[config.mk]
export PLATFORM = sky130hd
export DESIGN_NAME = header_sum_frame_receiver
export DESIGN_NICKNAME = d
export VERILOG_FILES = /design/src/design/hsfr_pkg.sv /design/src/design/hsfr_ram.sv /design/src/design/hsfr_front.sv /design/src/design/hsfr_queue.sv /design/src/design/hsfr_back.sv /design/src/design/header_sum_frame_receiver.sv
export SDC_FILE = /design/constraint.sdc
export NUM_CORES = 1
export LEC_CHECK = 0
export BUFFER_PORTS_ARGS = -buffer_cell sky130_fd_sc_hd__buf_2
export CORE_MARGIN = 5
export CORE_UTILIZATION = 45
export CTS_CLUSTER_DIAMETER = 30
export DETAILED_ROUTE_END_ITERATION = 8
export PLACE_DENSITY_LB_ADDON = 0.08
export SLEW_MARGIN = 20
export SYNTH_ARGS = -nofsm -noshare
export SYNTH_HDL_FRONTEND = slang
export SYNTH_SLANG_ARGS = --single-unit
[constraint.sdc]
create_clock -name i_clk -period 3.4 [get_ports i_clk]
set_clock_uncertainty 0.05 [all_clocks]
set_input_delay 0.17 -clock i_clk [delete_from_list [all_inputs] [get_ports i_clk]]
set_output_delay 0.17 -clock i_clk [all_outputs]
set_load 0.01 [all_outputs]
[src/design/hsfr_pkg.sv]
// Shared constants, types and state codes of the header sum frame receiver.
package hsfr_pkg;

    localparam int FRAME_BYTES = 16;
    localparam int BYTE_W      = 8;
    localparam int POS_W       = 6;
    localparam int IDX_W       = $clog2(FRAME_BYTES);
    localparam int RAM_AW      = IDX_W + 1;
    localparam int RAM_DEPTH   = 2 ** RAM_AW;
    localparam int OUT_TDATA_W = ((BYTE_W + POS_W + 7) / 8) * 8;

    localparam logic [BYTE_W-1:0] HEADER_RESET = 8'hDD;
    localparam logic [IDX_W-1:0]  LAST_IDX     = IDX_W'(FRAME_BYTES - 1);

    typedef enum logic {
        ST_HUNT,
        ST_FILL
    } t_fe_state;

    // Status of the frame queue as seen by the receive and replay sides.
    typedef struct packed {
        logic full;
        logic avail;
    } t_q_status;

    typedef struct packed {
        logic              last;
        logic [POS_W-1:0]  pos;
        logic [BYTE_W-1:0] data;
    } t_out_item;

endpackage

[src/design/hsfr_ram.sv]
// Generic single-write, single-read RAM with a registered read port.
module hsfr_ram #(
    parameter int WIDTH = 8,
    parameter int DEPTH = 32
) (
    input  logic                     i_clk,
    input  logic                     i_wr_en,
    input  logic [$clog2(DEPTH)-1:0] i_wr_addr,
    input  logic [WIDTH-1:0]         i_wr_data,
    input  logic                     i_rd_en,
    input  logic [$clog2(DEPTH)-1:0] i_rd_addr,
    output logic [WIDTH-1:0]         o_rd_data
);

    logic [WIDTH-1:0] r_mem [DEPTH];
    logic [WIDTH-1:0] r_rd_data;

    always_ff @(posedge i_clk) begin
        if (i_wr_en) begin
            r_mem[i_wr_addr] <= i_wr_data;
        end
        if (i_rd_en) begin
            r_rd_data <= r_mem[i_rd_addr];
        end
    end

    assign o_rd_data = r_rd_data;

endmodule

[src/design/hsfr_front.sv]
// Receive side: header hunt, frame fill into the current bank and checksum check.
module hsfr_front (
    input  logic                                i_clk,
    input  logic                                i_rst_n,
    input  logic                                i_valid,
    output logic                                o_ready,
    input  logic [hsfr_pkg::BYTE_W-1:0]         i_data,
    input  logic [hsfr_pkg::BYTE_W-1:0]         i_header,
    input  hsfr_pkg::t_q_status                 i_q_status,
    output logic                                o_push,
    output logic                                o_wr_en,
    output logic [hsfr_pkg::RAM_AW-1:0]         o_wr_addr,
    output logic [hsfr_pkg::BYTE_W-1:0]         o_wr_data
);

    hsfr_pkg::t_fe_state             r_state, n_state;
    logic [hsfr_pkg::IDX_W-1:0]      r_idx, n_idx;
    logic [hsfr_pkg::BYTE_W-1:0]     r_sum, n_sum;
    logic                            r_bank, n_bank;
    logic                            accept;
    logic                            is_header;
    logic                            is_check;
    logic                            sum_ok;

    // The current bank is free unless two finished frames are waiting for replay.
    assign o_ready   = !i_q_status.full;
    assign accept    = i_valid && o_ready;
    assign is_header = (i_data == i_header);
    assign is_check  = (r_idx == hsfr_pkg::LAST_IDX);
    assign sum_ok    = (i_data == r_sum);

    always_comb begin
        n_state = r_state;
        unique case (r_state)
            hsfr_pkg::ST_HUNT: begin
                if (accept && is_header) begin
                    n_state = hsfr_pkg::ST_FILL;
                end
            end
            hsfr_pkg::ST_FILL: begin
                if (accept && is_check) begin
                    n_state = hsfr_pkg::ST_HUNT;
                end
            end
            default: n_state = hsfr_pkg::ST_HUNT;
        endcase
    end

    always_comb begin
        n_idx     = r_idx;
        n_sum     = r_sum;
        n_bank    = r_bank;
        o_push    = 1'b0;
        o_wr_en   = 1'b0;
        o_wr_addr = {r_bank, r_idx};
        o_wr_data = i_data;
        unique case (r_state)
            hsfr_pkg::ST_HUNT: begin
                o_wr_addr = {r_bank, {hsfr_pkg::IDX_W{1'b0}}};
                if (accept && is_header) begin
                    o_wr_en = 1'b1;
                    n_sum   = i_data;
                    n_idx   = hsfr_pkg::IDX_W'(1);
                end
            end
            hsfr_pkg::ST_FILL: begin
                if (accept) begin
                    o_wr_en = 1'b1;
                    if (is_check) begin
                        n_idx  = '0;
                        n_sum  = '0;
                        o_push = sum_ok;
                        // A good frame is handed over; a bad one is overwritten in place.
                        n_bank = r_bank ^ sum_ok;
                    end else begin
                        n_idx = r_idx + hsfr_pkg::IDX_W'(1);
                        n_sum = r_sum + i_data;
                    end
                end
            end
            default: begin
                n_idx = '0;
                n_sum = '0;
            end
        endcase
    end

    always_ff @(posedge i_clk) begin
        if (!i_rst_n) begin
            r_state <= hsfr_pkg::ST_HUNT;
            r_idx   <= '0;
            r_sum   <= '0;
            r_bank  <= 1'b0;
        end else begin
            r_state <= n_state;
            r_idx   <= n_idx;
            r_sum   <= n_sum;
            r_bank  <= n_bank;
        end
    end

endmodule

[src/design/hsfr_queue.sv]
// Count of checked frames that sit in the buffer banks waiting for replay.
module hsfr_queue (
    input  logic                i_clk,
    input  logic                i_rst_n,
    input  logic                i_push,
    input  logic                i_pop,
    output hsfr_pkg::t_q_status o_status
);

    logic [1:0] r_count, n_count;

    assign n_count = r_count + {1'b0, i_push} - {1'b0, i_pop};

    always_ff @(posedge i_clk) begin
        if (!i_rst_n) begin
            r_count <= '0;
        end else begin
            r_count <= n_count;
        end
    end

    assign o_status.full  = (r_count == 2'd2);
    assign o_status.avail = (r_count != 2'd0);

endmodule

[src/design/hsfr_back.sv]
// Replay side: reads a checked frame out of its bank into a two-entry output queue.
module hsfr_back (
    input  logic                            i_clk,
    input  logic                            i_rst_n,
    input  hsfr_pkg::t_q_status             i_q_status,
    output logic                            o_pop,
    output logic                            o_rd_en,
    output logic [hsfr_pkg::RAM_AW-1:0]     o_rd_addr,
    input  logic [hsfr_pkg::BYTE_W-1:0]     i_rd_data,
    output logic                            o_valid,
    input  logic                            i_ready,
    output hsfr_pkg::t_out_item             o_item
);

    logic                         r_rd_bank, n_rd_bank;
    logic [hsfr_pkg::IDX_W-1:0]   r_rd_idx, n_rd_idx;
    logic                         r_pend;
    logic [hsfr_pkg::IDX_W-1:0]   r_pend_idx;
    hsfr_pkg::t_out_item          r_fifo [2];
    logic                         r_wp, r_rp;
    logic [1:0]                   r_occ;
    logic [1:0]                   occ_after;
    logic [1:0]                   load;
    logic                         out_pop;
    logic                         issue;
    hsfr_pkg::t_out_item          in_item;

    assign o_valid   = (r_occ != 2'd0);
    assign o_item    = r_fifo[r_rp];
    assign out_pop   = o_valid && i_ready;

    // A read is issued only when its data is sure to find a free queue slot.
    assign occ_after = r_occ - {1'b0, out_pop};
    assign load      = occ_after + {1'b0, r_pend};
    assign issue     = i_q_status.avail && (load < 2'd2);

    assign o_rd_en   = issue;
    assign o_rd_addr = {r_rd_bank, r_rd_idx};
    assign o_pop     = issue && (r_rd_idx == hsfr_pkg::LAST_IDX);

    always_comb begin
        n_rd_idx  = r_rd_idx;
        n_rd_bank = r_rd_bank;
        if (issue) begin
            if (r_rd_idx == hsfr_pkg::LAST_IDX) begin
                n_rd_idx  = '0;
                n_rd_bank = !r_rd_bank;
            end else begin
                n_rd_idx = r_rd_idx + hsfr_pkg::IDX_W'(1);
            end
        end
    end

    assign in_item.data = i_rd_data;
    assign in_item.pos  = hsfr_pkg::POS_W'(r_pend_idx);
    assign in_item.last = (r_pend_idx == hsfr_pkg::LAST_IDX);

    always_ff @(posedge i_clk) begin
        if (!i_rst_n) begin
            r_rd_bank <= 1'b0;
            r_rd_idx  <= '0;
            r_pend    <= 1'b0;
            r_wp      <= 1'b0;
            r_rp      <= 1'b0;
            r_occ     <= '0;
        end else begin
            r_rd_bank <= n_rd_bank;
            r_rd_idx  <= n_rd_idx;
            r_pend    <= issue;
            r_occ     <= occ_after + {1'b0, r_pend};
            if (r_pend) begin
                r_wp <= !r_wp;
            end
            if (out_pop) begin
                r_rp <= !r_rp;
            end
        end
    end

    always_ff @(posedge i_clk) begin
        if (issue) begin
            r_pend_idx <= r_rd_idx;
        end
        if (r_pend) begin
            r_fifo[r_wp] <= in_item;
        end
    end

endmodule

[src/design/header_sum_frame_receiver.sv]
// Top level of the header sum frame receiver.
// Bytes are taken one per cycle. While hunting, bytes are dropped until one equals the
// header register (reset 0xDD); that byte and the next FRAME_BYTES-1 bytes form a frame
// whose last byte must equal the mod-256 sum of the earlier ones. A good frame is replayed
// one byte per cycle while the sink is ready, header first, with its position and tlast on
// the checksum byte; a bad frame is dropped. The frame buffer has two banks, so reception
// goes on while the previous frame is replayed; the input stalls only while two checked
// frames wait for replay. The first byte of a frame is offered once the frame has passed
// the frame count register, the registered RAM read and the output queue.
module header_sum_frame_receiver (
    input  logic                                i_clk,
    input  logic                                i_rst_n,
    input  logic                                i_s_axis_tvalid,
    output logic                                o_s_axis_tready,
    // rx_byte[7:0]
    input  logic [7:0]                          i_s_axis_tdata,
    output logic                                o_m_axis_tvalid,
    input  logic                                i_m_axis_tready,
    // frame_byte[7:0], byte_position[13:8], zero pad above
    output logic [hsfr_pkg::OUT_TDATA_W-1:0]    o_m_axis_tdata,
    // last_of_frame
    output logic                                o_m_axis_tlast,
    input  logic                                i_cfg_valid,
    output logic                                o_cfg_ready,
    // header_value[7:0]
    input  logic [7:0]                          i_cfg_data
);

    logic [hsfr_pkg::BYTE_W-1:0]  r_header;
    hsfr_pkg::t_q_status          q_status;
    logic                         push;
    logic                         pop;
    logic                         wr_en;
    logic [hsfr_pkg::RAM_AW-1:0]  wr_addr;
    logic [hsfr_pkg::BYTE_W-1:0]  wr_data;
    logic                         rd_en;
    logic [hsfr_pkg::RAM_AW-1:0]  rd_addr;
    logic [hsfr_pkg::BYTE_W-1:0]  rd_data;
    hsfr_pkg::t_out_item          out_item;

    assign o_cfg_ready = 1'b1;

    always_ff @(posedge i_clk) begin
        if (!i_rst_n) begin
            r_header <= hsfr_pkg::HEADER_RESET;
        end else if (i_cfg_valid) begin
            r_header <= i_cfg_data;
        end
    end

    hsfr_front u_front (
        .i_clk      (i_clk),
        .i_rst_n    (i_rst_n),
        .i_valid    (i_s_axis_tvalid),
        .o_ready    (o_s_axis_tready),
        .i_data     (i_s_axis_tdata),
        .i_header   (r_header),
        .i_q_status (q_status),
        .o_push     (push),
        .o_wr_en    (wr_en),
        .o_wr_addr  (wr_addr),
        .o_wr_data  (wr_data)
    );

    hsfr_queue u_queue (
        .i_clk    (i_clk),
        .i_rst_n  (i_rst_n),
        .i_push   (push),
        .i_pop    (pop),
        .o_status (q_status)
    );

    hsfr_ram #(
        .WIDTH (hsfr_pkg::BYTE_W),
        .DEPTH (hsfr_pkg::RAM_DEPTH)
    ) u_ram (
        .i_clk     (i_clk),
        .i_wr_en   (wr_en),
        .i_wr_addr (wr_addr),
        .i_wr_data (wr_data),
        .i_rd_en   (rd_en),
        .i_rd_addr (rd_addr),
        .o_rd_data (rd_data)
    );

    hsfr_back u_back (
        .i_clk      (i_clk),
        .i_rst_n    (i_rst_n),
        .i_q_status (q_status),
        .o_pop      (pop),
        .o_rd_en    (rd_en),
        .o_rd_addr  (rd_addr),
        .i_rd_data  (rd_data),
        .o_valid    (o_m_axis_tvalid),
        .i_ready    (i_m_axis_tready),
        .o_item     (out_item)
    );

    assign o_m_axis_tdata = hsfr_pkg::OUT_TDATA_W'({out_item.pos, out_item.data});
    assign o_m_axis_tlast = out_item.last;

endmodule

==> results of run 1 <==
worst min-delay path by stage:
stage / to / slack (ns)
after detailed placement: r_header[4]$_SDFFE_PN1P_ / 0.34
final: r_header[1]$_SDFFE_PN0P_ / 0.03
after global routing: u_ram.r_mem[3][6]$_DFFE_PP_ / 0.02
after global placement: r_header[6]$_SDFFE_PN1P_ / 0.33
after CTS: u_ram.r_mem[7][6]$_DFFE_PP_ / 0.008
after floorplan: u_ram.r_mem[0][0]$_DFFE_PP_ / 0.22
routing by layer:
metal / vias to the layer above / wire [µm]
met1: 3642 / 13000
met5: - / 0
met2: 209 / 14000
met4: 0 / 597
met3: 54 / 1500
li1: 3096 / -
flip-flops by register name (all words and copies together) (netlist names), named ones only:
name and cells:
r_header 8, u_back.r_fifo 26, u_back.r_occ 2, u_back.r_pend 1, u_back.r_pend_idx 4, u_back.r_rd_bank 1, u_back.r_rd_idx 4, u_back.r_rp 1
u_back.r_wp 1, u_front.r_bank 1, u_front.r_idx 4, u_front.r_state 1, u_front.r_sum 8, u_queue.r_count 2, u_ram.o_rd_data 8, u_ram.r_mem 256
area by class of cell:
cell class              count  share of cell area [%]
clock inverters            40                    3.39
repair buffers            102                    4.55
clock buffers              85                    10.9
inverters                  12                   0.269
multi-input cells         320                    20.9
flip-flops and latches    329                    57.0
well taps                 384                    2.87
critical path, cell delays in order, from the launching register on:
cell and delay, ns:
dfxtp_1 0.30, or2_1 0.23, and2_1 0.19, ha_1 0.28
inv_1 0.04, ha_1 0.18, xnor3_1 0.36, o21a_1 0.13
and4_1 0.23, ha_1 0.28, inv_1 0.04, ha_1 0.17
xnor2_1 0.13, xnor2_1 0.12, and2_1 0.15
through the flow:
step	area (µm²)	hold WS [ns]	setup WS, ns	util (%)	instances
2_1_floorplan	13300	0.219	0.0122	-	701
3_3_place_gp	14100	0.334	0.487	49.0	1129
3_5_place_dp	14100	0.343	0.413	49.0	1129
4_1_cts	16700	0.00753	0.400	57.9	1272
5_1_grt	16700	0.0173	0.271	57.9	1272
6_report	16700	0.0328	0.403	57.9	1272
layout by cell type (no fill, tap or decap), types with 5 or more instances in the layout:
cell type / n
clkinv_1: 9
dlygate4sd3_1: 18
conb_1: 5
nand2_1: 19
o21ai_1: 10
inv_1: 12
buf_4: 46
clkbuf_1: 14
nor2b_1: 12
clkinv_2: 7
mux2i_1: 12
ha_1: 13
edfxtp_1: 294
and2_1: 11
bufinv_16: 13
xnor2_1: 12
buf_2: 35
nor2_1: 34
mux4_2: 80
mux2_2: 21
nand4_1: 8
nand2b_1: 8
dfxtp_1: 33
a21oi_1: 9
o21a_1: 6
clkbuf_16: 71
repair_timing:
| action | in CTS | in global routing |
|---|---|---|
| hold buffers | 18 | 0 |
| setup buffers | 0 | 0 |
| endpoints found under the hold margin | 26 | 0 |
Yosys cell counts, types with 5 or more instances:
cell type / count / share of area (%)
ha_1: 13 / 1.2
xnor2_1: 12 / 0.79
o21a_1: 6 / 0.34
nand2b_1: 8 / 0.38
mux4_2: 80 / 14
clkbuf_1: 24 / 0.68
buf_4: 5 / 0.28
nor2_1: 35 / 0.99
mux2_2: 21 / 1.8
and2_1: 11 / 0.52
edfxtp_1: 294 / 67
inv_1: 12 / 0.34
a21oi_1: 9 / 0.34
buf_1: 5 / 0.14
mux2i_1: 12 / 0.91
nor2b_1: 12 / 0.57
nand2_1: 19 / 0.54
o21ai_1: 10 / 0.38
dfxtp_1: 35 / 5.3
nand4_1: 8 / 0.38
kinds of logic after synthesis:
group	after synthesis	share of synthesized area, %
AO/OA/AOI/OAI	56	2.82
buffers and inverters	52	1.81
other	2	0.0567
adder cells (fa/ha/maj)	14	1.38
flip-flops	329	71.9
AND/OR/NAND/NOR	115	4.48
XOR/XNOR	17	1.23
multiplexers	113	16.3
power by group through the flow:
| stage | clock [W] | combinational [W] | sequential (W) |
|---|---|---|---|
| after floorplan | 0 | 0.000200 | 0.00452 |
| after global placement | 0 | 0.000319 | 0.00453 |
| final | 0.00682 | 0.000341 | 0.00446 |
| after global routing | 0.00719 | 0.000376 | 0.00446 |
| after detailed placement | 0 | 0.000327 | 0.00454 |
| after CTS | 0.00695 | 0.000347 | 0.00446 |
==> results_dict.tcl, run 1 <==
set metrics [dict create \
    fp-row-count 62 \
    grtUsageMet1_pct 24.8 \
    ir_worst_vdd_mv 0.361 \
    die_area_mm2 0.0330 \
    drc 0 \
    cts_tree "built" \
    core_region_area_mm2 0.0289 \
    drive_gt1_share_pct 32.8 \
    grtUsageTotal_pct 17.8 \
    max-slew-margin-rel_pct 49.9 \
    fin_crit_ns 3.00 \
    ys_ff_latch 329 \
    clock_latency_ns 0.54 \
    worstSetupPathType "reg -> reg" \
    pwr-share-seq_pct 38.4 \
    synthCells 698 \
    p_total_w 0.0116 \
    synth_area_per_cell_um2 19.0 \
    fin_nets 869 \
    htreeDepth 3 \
    crit_fanout 2 \
    gp_congestion 0.808 \
    routed_wl_mm 29.1 \
    setup_viol 0 \
    cts_resized 0 \
    rr_endpoint "u_queue.r_count[1]$_SDFF_PN0_" \
    use_met2_pct 28.3 \
    fmax_mhz 334 \
    period_share_pct 88.2 \
    antenna-diode-count 0 \
    vias_per_cell 5.50 \
    antenna_found_initial 1 \
    tns_ns 0 \
    critPathLaunchType "register" \
    hold_depth 3 \
    maxSlewViolCount 0 \
    dp_hpwl_mm 17.9 \
    outcome "finished, final reports clean" \
    synth_enable_flop_cells 294 \
    critical_path_arrival_ns 3.38 \
    ys_seq_area_share_pct 71.9 \
    pwr-share-comb_pct 2.9 \
    hp-class "in -> reg" \
    p_sw_w 0.00225 \
    cp.required_ns 3.78 \
    clockBufferDepth 3 \
    ys.warnings.count 0 \
    tightest_slew_ns 0.750 \
    clock-root-buffer "clkbuf_16" \
    critPathCapture "u_queue.r_count[1]$_SDFF_PN0_" \
    r2r-start "u_back.r_occ[1]$_SDFF_PN0_" \
    regArea_mm2 0.00953 \
    start_util_pct 45.9 \
    cts_made_buffers 69 \
    finalHoldViolCount 0 \
    crit_path_end_kind "register" \
    r2r_cells 14 \
    avgRoutedWirePerCell_um 22.9 \
    maxCapViolations 0 \
    drtPass1Iterations 6 \
    p_int_w 0.00938 \
    synthDistinctLibCells 51 \
    synth_flop_cell "edfxtp_1" \
    nFillCells 2168 \
    crit_start "u_back.r_occ[1]$_SDFF_PN0_" \
    io_pins 41 \
    clock_power_share_pct 58.7 \
    p_sw_share_pct 19.3 \
    io_buffers 35 \
    grt_pass1_vias 7337 \
    grt.overflow.total 0 \
    r2r_slack_ns 0.40 \
    syn2layout_area_growth_pct 26.2 \
    leakage_nw 5.68 \
    grt_pass1_wl_mm 44.5 \
    cts.clk_slew.worst_paths_ns 0.04 \
    power_density_mw_per_mm2 696 \
    vias 7001 \
    worstHoldStart "i_cfg_valid" \
    grt-busiest-layer "met2" \
    grt_max_degree 70 \
    cts.sink_count 329 \
    multiInputGateArea_mm2 0.00350 \
    die_x_um 182 \
    drtIter0Drc 450 \
    drtAntennaViolNets 0 \
    synthArstFlopShare_pct 0 \
    use_met3_pct 3.92 \
    rsz0062_at_grt "no" \
    fp.dieH_um 182 \
    synth_area_mm2 0.0132 \
]
Power figures use the tool's default switching activity.
==> inputs of run 2 (changes only) <==
- CORE_UTILIZATION: 45 -> 56
==> run 2 against run 1 <==
Count of clock-buffer cells in the layout fell by 24. Worst hold slack worse by 0.0064 ns. Register-to-register slack about the same. Largest cell class unchanged. Non-clock buffer count unchanged. Worst setup slack got worse by 0.0053 ns. Die area shrank 19%. Wire length shrank 5.0%. First-iteration DRC count grew 16%. Sequential share of layout area up 2.4 points.
==> results_dict.tcl, run 2 (synthesis results as in run 1) <==
set metrics [dict create \
    rsz0062_at_grt "no" \
    post_cts_buffers 0 \
    clock_latency_ns 0.55 \
    critPathLaunchType "register" \
    cts_resized 0 \
    largest_reg_flops 256 \
    crit_fanout 2 \
    drc 0 \
    core_region_area_mm2 0.0234 \
    postPlaceCellArea_mm2 0.0141 \
    syn2layout_area_growth_pct 21.1 \
    drtPass1Iterations 5 \
    cts_tree "built" \
    crit_path_end_kind "register" \
    dp_hpwl_mm 17.5 \
    cp_num_buf_inv 2 \
    grt.overflow.total 0 \
    grtUsageTotal_pct 21.6 \
    finish.utilization_pct 68.5 \
    crit_start "u_back.r_occ[1]$_SDFF_PN0_" \
    p_total_w 0.0101 \
    top_register "u_ram.r_mem" \
    avgRoutedWirePerCell_um 23.4 \
    crit_family "adder cells" \
    fin_crit_ns 3.00 \
    max-slew-margin-rel_pct 45.5 \
    tightest_slew_ns 0.814 \
    antenna_found_initial 0 \
    hp-class "in -> reg" \
    r2r-start "u_back.r_occ[1]$_SDFF_PN0_" \
    final_common_cell "edfxtp_1" \
    grt_max_degree 46 \
    clock-root-buffer "clkbuf_16" \
    routed_wl_mm 27.7 \
    outcome "finished, final reports clean" \
    die_x_um 164 \
    layout_common_cells "edfxtp_1 (294), mux4_2 (80), clkbuf_16 (55)" \
    cts_made_buffers 55 \
    grt_pass1_wl_mm 43.2 \
    clockBufferDepth 3 \
    io_buffers 35 \
    die_area_mm2 0.0268 \
    critical_path_arrival_ns 3.39 \
    cp.required_ns 3.78 \
    vias 6890 \
    worstSetupPathType "reg -> reg" \
    antenna-diode-count 0 \
    fp-row-count 56 \
    grt_pass1_vias 7258 \
    start_util_pct 56.6 \
    vias_per_cell 5.82 \
    ir_worst_vdd_mv 0.433 \
    cts.clk_slew.worst_paths_ns 0.05 \
    fp.dieH_um 164 \
    maxSlewViolCount 0 \
    htreeDepth 2 \
    hold_ws_ns 0.0264 \
    io_pins 41 \
    tns_ns 0 \
    maxCapViolations 0 \
    cts_hold_buffers 16 \
    hold_depth 1 \
    drive_gt1_share_pct 32.5 \
    cts.sink_count 329 \
    power_density_mw_per_mm2 632 \
    fin_nets 855 \
    top_regs "u_ram.r_mem: 256 flops, u_back.r_fifo: 26 flops" \
    cp.depth 14 \
    drtIter0Drc 522 \
    critPathMaxStageDelay_ns 0.35 \
    crit_top_cell "ha_1" \
    fmax_mhz 333 \
    final_area_mm2 0.0160 \
    leakage_nw 5.41 \
    drtAntennaViolNets 0 \
    cp_cell_sequence "or2_1 -> and2_1 -> ha_1 -> inv_1 -> ha_1 -> xnor3_1 -> o21a_1 -> and4_1 -> ha_1 -> inv_1 -> ha_1 -> xnor2_1 -> xnor2_1 -> and2_1" \
    finalHoldViolCount 0 \
    setup_viol 0 \
    gp_congestion 0.877 \
    period_share_pct 88.3 \
    worstHoldStart "i_s_axis_tdata[5]" \
    slowest_stage "xnor3_1" \
    r2r_cells 14 \
]
run 2: routing by layer:
layer | track usage (%) | wire (µm) | vias to the layer above
met1 | 32.1 | 12200 | 3562
met5 | 0 | 0 | -
li1 | - | - | 3062
met3 | 3.94 | 1590 | 42
met2 | 33.4 | 13300 | 224
met4 | 6.48 | 585 | 0
run 2: worst paths after layout:
path                                   endpoint  slack (ns)
hold reg to reg   u_back.r_fifo[1][1]$_DFFE_PP_        0.41
setup / recovery  u_queue.r_count[1]$_SDFF_PN0_        0.40
setup reg to reg  u_queue.r_count[1]$_SDFF_PN0_        0.40
hold / removal     u_ram.r_mem[14][5]$_DFFE_PP_        0.03
run 2: cell type report:
type | instances | area (µm²)
clock buffers | 61 | 1400
clock inverters | 40 | 419
fillers | 1507 | 7360
inverters | 12 | 45.0
multi-input cells | 320 | 3500
flip-flops and latches | 329 | 9530
well taps | 319 | 399
repair buffers | 102 | 743
run 2: report_power, final:
part	total, W	switching (W)	internal, W
sequential	0.00446	0.0000340	0.00442
clock	0.00534	0.00184	0.00350
combinational	0.000338	0.000177	0.000162
run 2: stage by stage:
step | setup WS (ns) | cells
after global routing | 0.245 | 1183
after global placement | 0.496 | 1066
after floorplan | 0.0122 | 701
after CTS | 0.389 | 1183
final | 0.397 | 1183
after detailed placement | 0.410 | 1066
==> inputs of run 3 (changes only) <==
- CORE_MARGIN: 5 -> 2
==> run 3 against run 2 <==
Sequential share of layout area shrank 0.18 points. Global-route usage grew 1.6 points. Die area shrank 7.2%. Non-clock buffer count shrank 3. Fmax shrank 1.4%. Total power grew 1.1%. Core utilization grew 0.41 points. Final cell count shrank 0.51%. Clock power grew 2%. Critical endpoint unchanged. Largest power group unchanged.
==> results_dict.tcl, run 3 (synthesis results as in run 1) <==
set metrics [dict create \
    drtPass1Iterations 5 \
    ir_worst_vdd_mv 0.408 \
    drtIter0Drc 717 \
    finalHoldViolCount 0 \
    critPathMaxStageDelay_ns 0.37 \
    max-slew-margin-rel_pct 50.6 \
    gp_congestion 0.846 \
    grt_pass1_vias 6886 \
    drc 0 \
    cp.required_ns 3.78 \
    core_region_area_mm2 0.0233 \
    final_common_cell "edfxtp_1" \
    setup_viol 0 \
    antenna-diode-count 0 \
    clock_latency_ns 0.55 \
    antenna_found_initial 0 \
    clockBufferDepth 3 \
    post_cts_buffers 0 \
    tightest_slew_ns 0.738 \
    drtAntennaViolNets 0 \
    rsz0062_at_grt "no" \
    maxSlewViolCount 0 \
    die_area_mm2 0.0249 \
    fin_crit_ns 3.04 \
    htreeDepth 2 \
    grt_pass1_wl_mm 42.0 \
    fin_nets 849 \
    grt_max_degree 37 \
    routed_wl_mm 27.5 \
    avgRoutedWirePerCell_um 23.4 \
    die_x_um 158 \
    final_cell_count_no_fill 1177 \
    io_buffers 35 \
    grt.overflow.total 0 \
    critical_path_arrival_ns 3.42 \
    dp_hpwl_mm 17.4 \
    vias 6897 \
    slowest_stage "xnor3_1" \
    crit_path_end_kind "register" \
    maxCapViolations 0 \
    drive_gt1_share_pct 31.6 \
    cp_cell_sequence "or2_1 -> and2_1 -> ha_1 -> inv_1 -> ha_1 -> xnor3_1 -> o21a_1 -> and4_1 -> ha_1 -> inv_1 -> ha_1 -> xnor2_1 -> xnor2_1 -> and2_1" \
    fp.dieH_um 158 \
    r2r-start "u_back.r_occ[1]$_SDFF_PN0_" \
    grtUsageTotal_pct 23.3 \
    start_util_pct 56.8 \
    outcome "finished, final reports clean" \
    layout_common_cells "edfxtp_1 (294), mux4_2 (80), clkbuf_16 (52)" \
    fp-row-count 56 \
    crit_fanout 2 \
    top_regs "u_ram.r_mem: 256 flops, u_back.r_fifo: 26 flops" \
    leakage_nw 5.39 \
    placed_cells 1060 \
    worstSetupPathType "reg -> reg" \
    dp_slack_ns 0.361 \
    io_pins 41 \
    crit_top_cell "ha_1" \
    largest_reg_flops 256 \
    cts_tree "built" \
    fin_ws_ns 0.356 \
    power_density_mw_per_mm2 637 \
    critPathLaunchType "register" \
    worstHoldStart "i_rst_n" \
    hp-class "in -> reg" \
    clock-root-buffer "clkbuf_16" \
    vias_per_cell 5.86 \
    top_register "u_ram.r_mem" \
    crit_start "u_back.r_occ[1]$_SDFF_PN0_" \
    nFillCells 1475 \
    finish.utilization_pct 69.0 \
    cts.clk_slew.worst_paths_ns 0.05 \
    cts.sink_count 329 \
    syn2layout_area_growth_pct 21.4 \
    period_share_pct 89.5 \
    tns_ns 0 \
    fmax_mhz 328 \
    cts_made_buffers 52 \
]
==> run 3: changes by cell type in the layout (fill, tap and decap cells not counted) <==
cell | before | now
inv_6 | 6 | 4
clkinvlp_4 | 5 | 7
clkbuf_8 | 0 | 1
bufinv_16 | 7 | 10
clkbuf_16 | 55 | 52
buf_12 | 2 | 4
clkbuf_1 | 6 | 5
buf_4 | 49 | 41
clkinv_8 | 0 | 3
clkinv_1 | 5 | 7
clkinv_2 | 13 | 5
dlygate4sd3_1 | 16 | 19
==> run 3: power by group <==
| group | total, W | switching [W] | internal, W |
|---|---|---|---|
| Combinational | 0.000340 | 0.000176 | 0.000164 |
| Sequential | 0.00446 | 0.0000354 | 0.00442 |
| Clock | 0.00546 | 0.00185 | 0.00361 |
| Total | 0.0103 | 0.00206 | 0.00819 |
==> run 3: layer usage <==
metal	up-vias	part of all wire, %	track usage (%)
li1	3049	-	-
met1	3571	44	34.9
met2	234	48	35.6
met3	43	6.2	4.27
met4	0	1.8	6.58
met5	-	0	0
==> run 3: repair_timing <==
item / in CTS / in global routing
gates resized for setup: 0 / 0
hold endpoints to repair: 43 / 0
hold buffers: 19 / 0
==> run 3: critical path: cells and delay by family, from the launching register on <==
family          cells  cell delay [ns]
simple gates        4             0.82
compound gates      1             0.15
flops               1             0.31
buf+inv             2             0.08
xor+xnor            3             0.62
fa+ha+maj           4             0.91
==> run 3: metrics by stage <==
stage / hold slack [ns] / area, µm² / total power, W
6_report: 0.0185 / 16100 / 0.0103
5_1_grt: 0.0383 / 16100 / 0.0106
4_1_cts: 0.00591 / 16100 / 0.0103
3_5_place_dp: 0.342 / 14000 / 0.00486
3_3_place_gp: 0.334 / 14000 / 0.00484
2_1_floorplan: 0.219 / 13300 / 0.00472
==> run 3: final cells by class <==
type | count | area, µm² | area share (%)
Clock buffer | 58 | 1330 | 8.29
Clock inverter | 40 | 523 | 3.25
Inverter | 12 | 45.0 | 0.280
Multi-Input combinational cell | 320 | 3500 | 21.8
Sequential cell | 329 | 9530 | 59.3
Tap cell | 319 | 399 | 2.48
Timing Repair Buffer | 99 | 753 | 4.68
==> run 3: worst paths after layout <==
check | endpoint | depth (start not counted) | slack (ns)
hold / removal | r_header[2]$_SDFFE_PN1P_ | 2 | 0.02
hold reg to reg | u_back.r_fifo[0][6]$_DFFE_PP_ | 0 | 0.40
setup reg to reg | u_queue.r_count[1]$_SDFF_PN0_ | 14 | 0.36
setup / recovery | u_queue.r_count[1]$_SDFF_PN0_ | 14 | 0.36
